File: src/rtl/vlfs_pkg.sv
`timescale 1ns / 1ps
// Package for the varint length frame splitter.
// Holds the framing constants, byte kind and parse phase codes and the result type.
// No dependencies.
package vlfs_pkg;

    localparam int LENGTH_BITS         = 32;
    localparam int CONTROL_FRAME_BYTES = 3;
    localparam int MAX_HEADER_BYTES    = (LENGTH_BITS + 6) / 7;
    localparam int HDR_CNT_W           = $clog2(MAX_HEADER_BYTES + 1);

    localparam int BYTE_W    = 8;
    localparam int KIND_W    = 2;
    localparam int PLEN_W    = 32;
    localparam int HLEN_W    = 3;
    localparam int NEED_W    = 32;

    localparam logic [BYTE_W-1:0] VALUE_MASK = 8'h7f;
    localparam logic [BYTE_W-1:0] MORE_FLAG  = 8'h80;

    localparam logic [KIND_W-1:0] KIND_HEADER  = 2'd0;
    localparam logic [KIND_W-1:0] KIND_PAYLOAD = 2'd1;
    localparam logic [KIND_W-1:0] KIND_CONTROL = 2'd2;

    localparam logic [1:0] PHASE_HEADER  = 2'd0;
    localparam logic [1:0] PHASE_PAYLOAD = 2'd1;
    localparam logic [1:0] PHASE_CONTROL = 2'd2;

    typedef struct packed {
        logic [BYTE_W-1:0] byte_out;
        logic [KIND_W-1:0] byte_kind;
        logic              frame_first;
        logic              frame_last;
        logic [PLEN_W-1:0] payload_length;
        logic [HLEN_W-1:0] header_length;
        logic [NEED_W-1:0] bytes_needed;
        logic              length_error;
    } t_result;

endpackage

File: src/rtl/vlfs_byte_if.sv
`timescale 1ns / 1ps
// Byte stream channel: valid, ready and one raw stream byte.
// Depends on vlfs_pkg for the byte width.
interface vlfs_byte_if;
    logic                        valid;
    logic                        ready;
    logic [vlfs_pkg::BYTE_W-1:0] data_byte;

    modport source (output valid, output data_byte, input ready);
    modport sink   (input valid, input data_byte, output ready);
endinterface

File: src/rtl/vlfs_frame_if.sv
`timescale 1ns / 1ps
// Tagged byte channel: valid, ready and the per-byte framing result.
// Depends on vlfs_pkg for the field widths.
interface vlfs_frame_if;
    logic                        valid;
    logic                        ready;
    logic [vlfs_pkg::BYTE_W-1:0] byte_out;
    logic [vlfs_pkg::KIND_W-1:0] byte_kind;
    logic                        frame_first;
    logic                        frame_last;
    logic [vlfs_pkg::PLEN_W-1:0] payload_length;
    logic [vlfs_pkg::HLEN_W-1:0] header_length;
    logic [vlfs_pkg::NEED_W-1:0] bytes_needed;
    logic                        length_error;

    modport source (output valid, output byte_out, output byte_kind, output frame_first,
                    output frame_last, output payload_length, output header_length,
                    output bytes_needed, output length_error, input ready);
    modport sink   (input valid, input byte_out, input byte_kind, input frame_first,
                    input frame_last, input payload_length, input header_length,
                    input bytes_needed, input length_error, output ready);
endinterface

File: src/rtl/vlfs_cfg_if.sv
`timescale 1ns / 1ps
// Configuration write channel: valid, ready and the stream compression bit.
// No dependencies.
interface vlfs_cfg_if;
    logic valid;
    logic ready;
    logic stream_compressed;

    modport source (output valid, output stream_compressed, input ready);
    modport sink   (input valid, input stream_compressed, output ready);
endinterface

File: src/rtl/vlfs_parser.sv
`timescale 1ns / 1ps
// Frame parser: holds the parse state and the compression setting, and works out
// the tagged result for one byte. Depends on vlfs_pkg.
module vlfs_parser (
    input  logic                        i_clk,
    input  logic                        i_rst_n,
    input  logic                        i_cfg_we,
    input  logic                        i_cfg_data,
    input  logic                        i_fire,
    input  logic [vlfs_pkg::BYTE_W-1:0] i_data_byte,
    output vlfs_pkg::t_result           o_res
);
    import vlfs_pkg::*;

    logic                   r_compressed;
    logic [1:0]             r_phase,  n_phase;
    logic [LENGTH_BITS-1:0] r_acc,    n_acc;
    logic [HDR_CNT_W-1:0]   r_hc,     n_hc;
    logic [LENGTH_BITS-1:0] r_left,   n_left;

    logic [LENGTH_BITS-1:0] acc_shift;
    logic [LENGTH_BITS-1:0] left_dec;
    logic [HDR_CNT_W-1:0]   hc_inc;
    logic                   overflow;

    function automatic logic [NEED_W-1:0] needed_view(input logic [LENGTH_BITS-1:0] left,
                                                      input logic compressed);
        logic [NEED_W-1:0] v;
        if (left == '0) begin
            v = '0;
        end else if (compressed) begin
            v = NEED_W'(1);
        end else begin
            v = NEED_W'(left);
        end
        return v;
    endfunction

    assign acc_shift = {r_acc[LENGTH_BITS-8:0], i_data_byte[6:0] & VALUE_MASK[6:0]};
    assign hc_inc    = r_hc + HDR_CNT_W'(1);
    assign left_dec  = r_left - LENGTH_BITS'(1);
    assign overflow  = (|r_acc[LENGTH_BITS-1:LENGTH_BITS-7]) ||
                       (r_hc >= HDR_CNT_W'(MAX_HEADER_BYTES));

    always_comb begin
        n_phase = r_phase;
        n_acc   = r_acc;
        n_hc    = r_hc;
        n_left  = r_left;

        o_res                = '0;
        o_res.byte_out       = i_data_byte;
        o_res.byte_kind      = KIND_HEADER;

        if (r_phase == PHASE_HEADER) begin
            o_res.frame_first = (r_hc == '0);
            if (overflow) begin
                o_res.length_error = 1'b1;
                o_res.bytes_needed = NEED_W'(1);
                n_phase = PHASE_HEADER;
                n_acc   = '0;
                n_hc    = '0;
                n_left  = '0;
            end else begin
                n_acc = acc_shift;
                n_hc  = hc_inc;
                if ((i_data_byte & MORE_FLAG) != '0) begin
                    o_res.bytes_needed = NEED_W'(1);
                end else if (acc_shift == '0) begin
                    if (32'(hc_inc) >= 32'(CONTROL_FRAME_BYTES)) begin
                        // zero-length header already as long as a control frame
                        o_res.frame_last = 1'b1;
                        n_phase = PHASE_HEADER;
                        n_acc   = '0;
                        n_hc    = '0;
                        n_left  = '0;
                    end else begin
                        n_left  = LENGTH_BITS'(CONTROL_FRAME_BYTES) - LENGTH_BITS'(hc_inc);
                        n_phase = PHASE_CONTROL;
                        o_res.bytes_needed = needed_view(n_left, r_compressed);
                    end
                end else begin
                    n_left  = acc_shift;
                    n_phase = PHASE_PAYLOAD;
                    o_res.bytes_needed = needed_view(acc_shift, r_compressed);
                end
            end
        end else begin
            o_res.byte_kind = (r_phase == PHASE_PAYLOAD) ? KIND_PAYLOAD : KIND_CONTROL;
            if (left_dec == '0) begin
                o_res.frame_last = 1'b1;
                if (r_phase == PHASE_PAYLOAD) begin
                    o_res.payload_length = PLEN_W'(r_acc);
                    o_res.header_length  = HLEN_W'(r_hc);
                end
                n_phase = PHASE_HEADER;
                n_acc   = '0;
                n_hc    = '0;
                n_left  = '0;
            end else begin
                n_left = left_dec;
                o_res.bytes_needed = needed_view(left_dec, r_compressed);
            end
        end
    end

    always_ff @(posedge i_clk) begin
        if (!i_rst_n) begin
            r_compressed <= 1'b0;
            r_phase      <= PHASE_HEADER;
            r_acc        <= '0;
            r_hc         <= '0;
            r_left       <= '0;
        end else begin
            if (i_cfg_we) begin
                r_compressed <= i_cfg_data;
            end
            if (i_fire) begin
                r_phase <= n_phase;
                r_acc   <= n_acc;
                r_hc    <= n_hc;
                r_left  <= n_left;
            end
        end
    end

endmodule

File: src/rtl/varint_length_frame_splitter.sv
`timescale 1ns / 1ps
// Varint length frame splitter, top level: input byte register, parser, result register.
// Depends on vlfs_pkg, vlfs_byte_if, vlfs_frame_if, vlfs_cfg_if and vlfs_parser.
//
// Splits a byte stream into frames with big-endian base-128 length headers and tags
// every byte with its kind, frame start and frame end. One byte is taken per clock
// cycle while the output is not stalled; each byte passes through the input register,
// then the result register, and the parse state is updated as it moves between them.
// Both registers advance whenever the stage after them is free or being drained, so
// a full rate stream passes with no gaps. Configuration writes are always ready.
module varint_length_frame_splitter (
    input  logic         i_clk,
    input  logic         i_rst_n,
    vlfs_byte_if.sink    i_in,
    vlfs_cfg_if.sink     i_cfg,
    vlfs_frame_if.source o_out
);
    import vlfs_pkg::*;

    logic              r_in_valid;
    logic [BYTE_W-1:0] r_in_byte;
    logic              r_out_valid;
    t_result           r_out;
    t_result           res;
    logic              out_free;
    logic              advance;

    assign out_free   = !r_out_valid || o_out.ready;
    assign advance    = r_in_valid && out_free;
    assign i_in.ready = !r_in_valid || advance;
    assign i_cfg.ready = 1'b1;

    vlfs_parser u_parser (
        .i_clk       (i_clk),
        .i_rst_n     (i_rst_n),
        .i_cfg_we    (i_cfg.valid),
        .i_cfg_data  (i_cfg.stream_compressed),
        .i_fire      (advance),
        .i_data_byte (r_in_byte),
        .o_res       (res)
    );

    // control
    always_ff @(posedge i_clk) begin
        if (!i_rst_n) begin
            r_in_valid  <= 1'b0;
            r_out_valid <= 1'b0;
        end else begin
            if (i_in.ready) begin
                r_in_valid <= i_in.valid;
            end
            if (out_free) begin
                r_out_valid <= r_in_valid;
            end
        end
    end

    // payload
    always_ff @(posedge i_clk) begin
        if (i_in.valid && i_in.ready) begin
            r_in_byte <= i_in.data_byte;
        end
        if (advance) begin
            r_out <= res;
        end
    end

    assign o_out.valid          = r_out_valid;
    assign o_out.byte_out       = r_out.byte_out;
    assign o_out.byte_kind      = r_out.byte_kind;
    assign o_out.frame_first    = r_out.frame_first;
    assign o_out.frame_last     = r_out.frame_last;
    assign o_out.payload_length = r_out.payload_length;
    assign o_out.header_length  = r_out.header_length;
    assign o_out.bytes_needed   = r_out.bytes_needed;
    assign o_out.length_error   = r_out.length_error;

endmodule

File: src/flat_wrapper.sv
// flat-port wrapper written by rule: the top's interface ports become plain ports
module varint_length_frame_splitter_flat import vlfs_pkg::*;
  (i_clk, i_rst_n, i_in_valid, i_in_data_byte, i_in_ready, i_cfg_valid, i_cfg_stream_compressed, i_cfg_ready, o_out_valid, o_out_byte_out, o_out_byte_kind, o_out_frame_first, o_out_frame_last, o_out_payload_length, o_out_header_length, o_out_bytes_needed, o_out_length_error, o_out_ready);
  vlfs_byte_if i_in_i ();
  vlfs_cfg_if i_cfg_i ();
  vlfs_frame_if o_out_i ();
  input  logic i_clk;
  input  logic i_rst_n;
  input wire logic [$bits(i_in_i.valid)-1:0] i_in_valid;
  input wire logic [$bits(i_in_i.data_byte)-1:0] i_in_data_byte;
  output wire logic [$bits(i_in_i.ready)-1:0] i_in_ready;
  input wire logic [$bits(i_cfg_i.valid)-1:0] i_cfg_valid;
  input wire logic [$bits(i_cfg_i.stream_compressed)-1:0] i_cfg_stream_compressed;
  output wire logic [$bits(i_cfg_i.ready)-1:0] i_cfg_ready;
  output wire logic [$bits(o_out_i.valid)-1:0] o_out_valid;
  output wire logic [$bits(o_out_i.byte_out)-1:0] o_out_byte_out;
  output wire logic [$bits(o_out_i.byte_kind)-1:0] o_out_byte_kind;
  output wire logic [$bits(o_out_i.frame_first)-1:0] o_out_frame_first;
  output wire logic [$bits(o_out_i.frame_last)-1:0] o_out_frame_last;
  output wire logic [$bits(o_out_i.payload_length)-1:0] o_out_payload_length;
  output wire logic [$bits(o_out_i.header_length)-1:0] o_out_header_length;
  output wire logic [$bits(o_out_i.bytes_needed)-1:0] o_out_bytes_needed;
  output wire logic [$bits(o_out_i.length_error)-1:0] o_out_length_error;
  input wire logic [$bits(o_out_i.ready)-1:0] o_out_ready;
  assign i_in_i.valid = i_in_valid;
  assign i_in_i.data_byte = i_in_data_byte;
  assign i_in_ready = i_in_i.ready;
  assign i_cfg_i.valid = i_cfg_valid;
  assign i_cfg_i.stream_compressed = i_cfg_stream_compressed;
  assign i_cfg_ready = i_cfg_i.ready;
  assign o_out_valid = o_out_i.valid;
  assign o_out_byte_out = o_out_i.byte_out;
  assign o_out_byte_kind = o_out_i.byte_kind;
  assign o_out_frame_first = o_out_i.frame_first;
  assign o_out_frame_last = o_out_i.frame_last;
  assign o_out_payload_length = o_out_i.payload_length;
  assign o_out_header_length = o_out_i.header_length;
  assign o_out_bytes_needed = o_out_i.bytes_needed;
  assign o_out_length_error = o_out_i.length_error;
  assign o_out_i.ready = o_out_ready;
  varint_length_frame_splitter u_core (.i_clk(i_clk), .i_rst_n(i_rst_n), .i_in(i_in_i), .i_cfg(i_cfg_i), .o_out(o_out_i));
endmodule
File: config.mk
export PLATFORM = sky130hd
export DESIGN_NAME = varint_length_frame_splitter_flat
export DESIGN_NICKNAME = d
export VERILOG_FILES = /design/src/rtl/vlfs_pkg.sv /design/src/rtl/vlfs_byte_if.sv /design/src/rtl/vlfs_frame_if.sv /design/src/rtl/vlfs_cfg_if.sv /design/src/rtl/vlfs_parser.sv /design/src/rtl/varint_length_frame_splitter.sv /design/src/flat_wrapper.sv
export SDC_FILE = /design/constraint.sdc
export NUM_CORES = 1
export LEC_CHECK = 0
export ABC_AREA = 1
export BUFFER_PORTS_ARGS = -buffer_cell sky130_fd_sc_hd__buf_2
export CAP_MARGIN = 5
export CORE_MARGIN = 3
export CORE_UTILIZATION = 60
export DETAILED_ROUTE_END_ITERATION = 8
export PLACE_DENSITY_LB_ADDON = 0.25
export SETUP_SLACK_MARGIN = 0.5
export SYNTH_ARGS = -nofsm -noshare
export SYNTH_HDL_FRONTEND = slang
export SYNTH_SLANG_ARGS = --single-unit
File: constraint.sdc
create_clock -name i_clk -period 9.6 [get_ports i_clk]
set_clock_uncertainty 0.15 [all_clocks]
set_input_delay 0 -clock i_clk [delete_from_list [all_inputs] [get_ports i_clk]]
set_output_delay 0 -clock i_clk [all_outputs]
set_load 0.02 [all_outputs]
Word level (Yosys, flattened, before mapping)
Cells that the tools add are included.
Operators by class
  $add $sub $neg: 3
  multiplexer cells: 43
  bitwise logic cells: 2
  order comparisons: 2
  eq/ne operators: 2
  reduce and logical (&&, ||, !) cells: 18
Operator list (count)
  two-way mux 32 bit: 22
  logical NOT 32 bit: 3
  two-way mux 36 bit: 1
  two-way mux 35 bit: 1
  subtractor 32 x 1 -> 32 bit, second input constant: 1
  two-way mux 3 bit: 6
  two-way mux 2 bit: 7
  OR reduction 7 bit: 1
  two-way mux 1 bit: 6
  AND reduction 2 bit: 2
  subtractor 2 x 3 -> 4 bit, first input constant: 1
  adder 3 x 1 -> 3 bit, second input constant: 1
  greater-or-equal comparator 3 x 2 -> 1 bit, second input constant: 1
  greater-or-equal comparator 3 bit, second input constant: 1
  logical NOT 3 bit: 1
  logical OR 1 bit: 3
  != test 3 bit, second input constant: 1
  AND reduction 3 bit: 1
  OR reduction 3 bit: 1
  == test 2 x 1 -> 1 bit, second input constant: 1
  logical AND 1 bit: 2
  logical NOT 1 bit: 2
  logical NOT 2 bit: 1
  NOT 1 bit: 2
  nonzero test 2 bit: 1
Storage, ports and cells
  bits in registers: 160
  word-level logic and storage cells: 86
  output and inout port bits: 83
  input port bits: 14

Longest topological paths before layout
  depth in word-level cells: 9
  gate-level depth with buffers: 19
  gate-level depth less buffers: 18

Cells and area by module
A second synthesis with hierarchy kept.
Second synthesis, totals
  cell total of the unflattened synthesis: 983
  area total of the unflattened synthesis: 7896.3 µm²
Modules (own cells, without submodules)
  vlfs_parser: times used 1, cells an instance 880, seq. area each 1401.3 µm², area each 5147.4 µm²
  varint_length_frame_splitter: times used 1, cells an instance 103, seq. area each 2682.6 µm², area each 2748.9 µm²

Worst setup path before layout
OpenSTA, ideal clock, no wires.
  path kind: register to register
  start: register u_core.r_out_valid (netlist: u_core.o_out.valid)
  end: register u_core.r_out, in the netlist u_core.o_out.byte_kind[0] (enable)
  setup time: 0.476 ns
  arrival: 3.173 ns
  buffers on the path: 1
  cell stages (with the launch flop): 3
  required time: 8.974 ns
  period minus slack after synthesis: 3.799 ns
  slack: 5.801 ns
  cell sequence: dfxtp_1 -> a21oi_2 -> clkbuf_1
Between the ends
  cells in the longest elaborated chain, start to end: 3
RTL lines
  start, declared: RTL line varint_length_frame_splitter.sv:22  | logic r_out_valid;
  start signal, assigned: RTL line varint_length_frame_splitter.sv:53  | r_out_valid <= r_in_valid;
  logical NOT 1 bit: RTL line varint_length_frame_splitter.sv:28  | assign out_free = !r_out_valid || o_out.ready;
  logical OR 1 bit: RTL line varint_length_frame_splitter.sv:28
  logical AND 1 bit: RTL line varint_length_frame_splitter.sv:29  | assign advance = r_in_valid && out_free;
  named net u_core.advance: RTL line varint_length_frame_splitter.sv:26  | logic advance;
  end signal, assigned: RTL line varint_length_frame_splitter.sv:64  | r_out <= res;
  end, declared: RTL line varint_length_frame_splitter.sv:23  | t_result r_out;
The timed path passes the listed nets, and every way through them passes these cells.
A chain may end at the register's enable or synchronous reset.

Worst setup path in the final report
  start: register u_core.u_parser.r_phase[1]
  end: register u_core.u_parser.r_left[29]
Between the ends
  cells in the longest elaborated chain, start to end: 3
  elaborated cells on any way between the ends: 4
  classes of those cells: eq/ne: 1; mux: 1; reduce/logical: 2
RTL lines
  start, declared: RTL line vlfs_parser.sv:16  | logic [1:0] r_phase, n_phase;
  start signal, assigned: RTL line vlfs_parser.sv:119  | r_phase <= n_phase;
  logical NOT 2 bit *: RTL line vlfs_parser.sv:55  | if (r_phase == PHASE_HEADER) begin
  != test 3 bit (no line)
  AND reduction 2 bit (no line)
  end signal, assigned: RTL line vlfs_parser.sv:122  | r_left <= n_left;
  end, declared: RTL line vlfs_parser.sv:19  | logic [LENGTH_BITS-1:0] r_left, n_left;
Every way passes the cells marked *; elsewhere a longest branch is shown, timed or not.

==> summary.md <==
| Metric | Value |
|---|---|
| Initial DRC count | 802 |
| Num rows | 40 |
| I/O Buffers | 95 |
| Syn_nets | 1000 |
| Yosys reg bits | 160 |
| TritonCTS clock tree | yes |
| Largest net degree at the start of global routing | 68 |
| Routed vias/inst | 5.82 |
| Cells after synthesis | 980 |
| Critical Path AT | 4.52 ns |
| Clock root cell | clkbuf_16 |
| TNS Setup | 0 ns |
| Met3 WL | 2640 um |
| Die span in x | 120 um |
| Synthesized area per cell | 7.90 um^2 |
| Synthesized cell area | 7740 um^2 |
| CTS Buf Count | 17 |
| Unique masters post-synth | 37 |
| 1st-pass router iterations | 8 |
| Net Sw Frac | 0.345 |
| Worst reg-to-reg setup slack | 5.19 ns |
| H-Tree Depth | 4 |
| DR vias | 7285 |
| Sw power | 0.678 mW |
| Tcrit/Tclk final | 0.459 |
| Worst path cell trace | nor2_1, inv_1, nor2_2, nand2_1, nand2_1, clkinv_1, o21ai_0, a31oi_1 |
| Hold Path Class | in -> reg |
| MaxCap Viol Count | 0 |
| Clock Latency Late Sink | 0.43 ns |
| Congestion Overflow GR | 0 |
| Utilization after layout | 0.728 |
| Outcome | complete, no violations |
| Final min period | 4.41 ns |
| End of the worst hold path | u_core.u_parser.r_acc[27]$_SDFFE_PN0P_ |
| Hold_sp | i_rst_n |
| Area Growth Syn to Fin | 15.8% |
| Routed Antenna Nets | 0 |
| Power per standard cell area | 219 nW/um^2 |
| Worst Tran Pin Value | 1.22 ns |
| Inserted Diodes | 0 |
| Crit path kind | reg -> reg |
| Nets | 1092 |
| Starting density of the core | 0.629 |
| Critical path's most frequent cell | nand2_1 |
| CTS Buffer Depth | 2 |
| Vias in the first global route | 7026 |
| # setup viols final | 0 |
| Clock transition at path regs | 0.06 ns |
| Max Used Layer | met4 |
| Crit-path max cell delay | 1.22 ns |
| Initial antenna violation count | 0 |
| Clock Sinks | 160 |
| Ys Warns | 0 |
| FF-to-FF Start | u_core.u_parser.r_phase[1]$_SDFFE_PN0P_ |
| WL per Instance | 18.3 um |
| I/O pin cnt | 97 |
| RSZ-0062 raised after global routing | false |
| Overall Power | 1.97 mW |
| Clock power frac | 0.326 |
| # DRC | 0 |
| Die ar. | 14300 um^2 |
| Worst setup SP type | register |
| DR WL met2 | 10500 um |
| Static Leak | 3.84 nW |
| FMAX | 227 MHz |
| Detailed placer's ending HPWL | 15200 um |
| Peak supply drop | 0.000146 V |
| Max-slew violation count | 0 |
| RD Place Congestion | 0.993 |
| Hold Path Depth | 3 |
| Slew margin rel. | 0.184 |
| Crit-path max FO | 46 |
| Commonest non-fill, non-tap cell in the layout | nand2_1 |
| Gate power share | 0.258 |
| Crit end category | register |
| Reg2reg path depth | 8 |
| Share of post-route cells with drive strength above 1 | 0.136 |
| M1 WL | 8870 um |
| Critical path's slowest cell | clkinv_1 |
| Most frequent cells in the layout | 232 x nand2_1, 196 x nor2_1, 111 x inv_1 |
| Dominant cells by area after synthesis | edfxtp_1 34%, dfxtp_1 19%, nand2_1 11%, nor2_1 9.5%, inv_1 5.4% |
| CP Data Required Time | 9.71 ns |
| Synth top area share | 0.341 |
| Power share of the sequential group | 0.417 |
| Int Power | 1.29 mW |
| FF-to-FF End | u_core.u_parser.r_left[29]$_SDFFE_PN0P_ |
| Sequential fraction of the synthesis area | 0.527 |
| Routed WL | 22900 um |
| First-pass GRT wire length | 36200 um |
| Cell taking the most area after synthesis | edfxtp_1 |
| GRT Total Usage | 0.325 |
| Final hold vios | 0 |
| Core box area | 12300 um^2 |
| Die Ht | 120 um |
## worst max path at each step
stage,from,to,slack [ns]
2_1_floorplan,u_core.o_out.valid$_SDFFE_PN0P_,u_core.o_out.byte_kind[0]$_SDFFCE_PP0P_,5.80
3_3_place_gp,u_core.u_parser.r_phase[0]$_SDFFE_PN0P_,u_core.u_parser.r_left[27]$_SDFFE_PN0P_,5.64
3_5_place_dp,u_core.u_parser.r_phase[1]$_SDFFE_PN0P_,u_core.u_parser.r_left[26]$_SDFFE_PN0P_,5.43
4_1_cts,u_core.u_parser.r_phase[1]$_SDFFE_PN0P_,u_core.u_parser.r_left[29]$_SDFFE_PN0P_,5.30
5_1_grt,u_core.u_parser.r_phase[1]$_SDFFE_PN0P_,u_core.u_parser.r_left[31]$_SDFFE_PN0P_,4.86
6_report,u_core.u_parser.r_phase[1]$_SDFFE_PN0P_,u_core.u_parser.r_left[29]$_SDFFE_PN0P_,5.19
## layout make-up
| type | count | area, um^2 |
|---|---|---|
| clock inverter | 9 | 86.3 |
| fill | 962 | 3350 |
| multi-input combinational | 665 | 3030 |
| clock buffer | 22 | 464 |
| inverter | 112 | 420 |
| tap | 168 | 210 |
| sequential | 160 | 4080 |
| timing repair buffer | 116 | 668 |
## stage by stage
stage	setup WS, ns	std cells	hold slack (ns)	instance area [um^2]
2_1_floorplan	5.80	980	-0.0511	7740
3_3_place_gp	5.64	1207	0.0264	8280
3_5_place_dp	5.43	1207	0.0281	8280
4_1_cts	5.30	1252	0.0335	8970
5_1_grt	4.86	1252	0.0848	8970
6_report	5.19	1252	0.0632	8970
## metal layers
layer / GRT usage / up-vias
met1: 0.419 / 3361
met5: 0 / -
met3: 0.0848 / 64
li1: - / 3401
met2: 0.511 / 459
met4: 0.160 / 0
## synth_stat cells (all sizes together)
cell type	instances
o21ai	38
dfxtp	72
a211oi	4
nor2	206
ha	6
clkbuf	27
nor4	11
edfxtp	88
o31ai	1
xnor2	1
conb	1
nand4	13
o22ai	26
a221oi	6
buf	16
a31oi	20
o21a	1
or2	1
nand2	235
nand3b	2
inv	111
nand3	63
nor3	7
clkinv	1
xor2	2
a21oi	21
## worst max-delay path: cells and delay by family, from the launching register on
family	cells	cell delay, ns
buffers and inverters	2	1.38
DFF	1	0.34
and+or+nand+nor	4	1.61
AOI/OAI and AO/OA	2	0.71
## state kept, by name, indices dropped and copies added (netlist names)
register                      cells
u_core.o_out.payload_length      32
u_core.o_out.byte_kind            2
u_core.r_in_valid                 1
u_core.o_out.length_error         1
u_core.u_parser.r_phase           2
u_core.o_out.valid                1
u_core.u_parser.r_acc            32
u_core.u_parser.r_hc              3
u_core.o_out.byte_out             8
u_core.o_out.frame_first          1
u_core.o_out.bytes_needed        32
u_core.o_out.frame_last           1
u_core.u_parser.r_left           32
u_core.o_out.header_length        3
u_core.u_parser.r_compressed      1
u_core.r_in_byte                  8
## timing repair
item	in CTS	in global routing
hold buffers	14	0
hold endpoints to repair	19	0
resized for setup	0	0
buffers inserted	0	0
## cell families (layout without fill, tap and decap cells)
logic type / Yosys count / count (layout) / synth area share
simple gates: 538 / 538 / 0.288
flops: 160 / 160 / 0.527
fa+ha+maj: 6 / 6 / 0.00969
xor+xnor: 3 / 3 / 0.00339
buf+inv: 155 / 259 / 0.0822
other cells: 1 / 1 / 0.000484
compound gates: 117 / 117 / 0.0884
## power by group through the flow
stage / Clock, mW / Sequential [mW] / Combinational [mW]
after floorplan: 0 / 0.846 / 0.333
after CTS: 0.640 / 0.817 / 0.494
after detailed placement: 0 / 0.830 / 0.484
after global placement: 0 / 0.829 / 0.483
final: 0.640 / 0.820 / 0.508
after global routing: 0.668 / 0.824 / 0.564
Power figures use the tool's default switching activity.
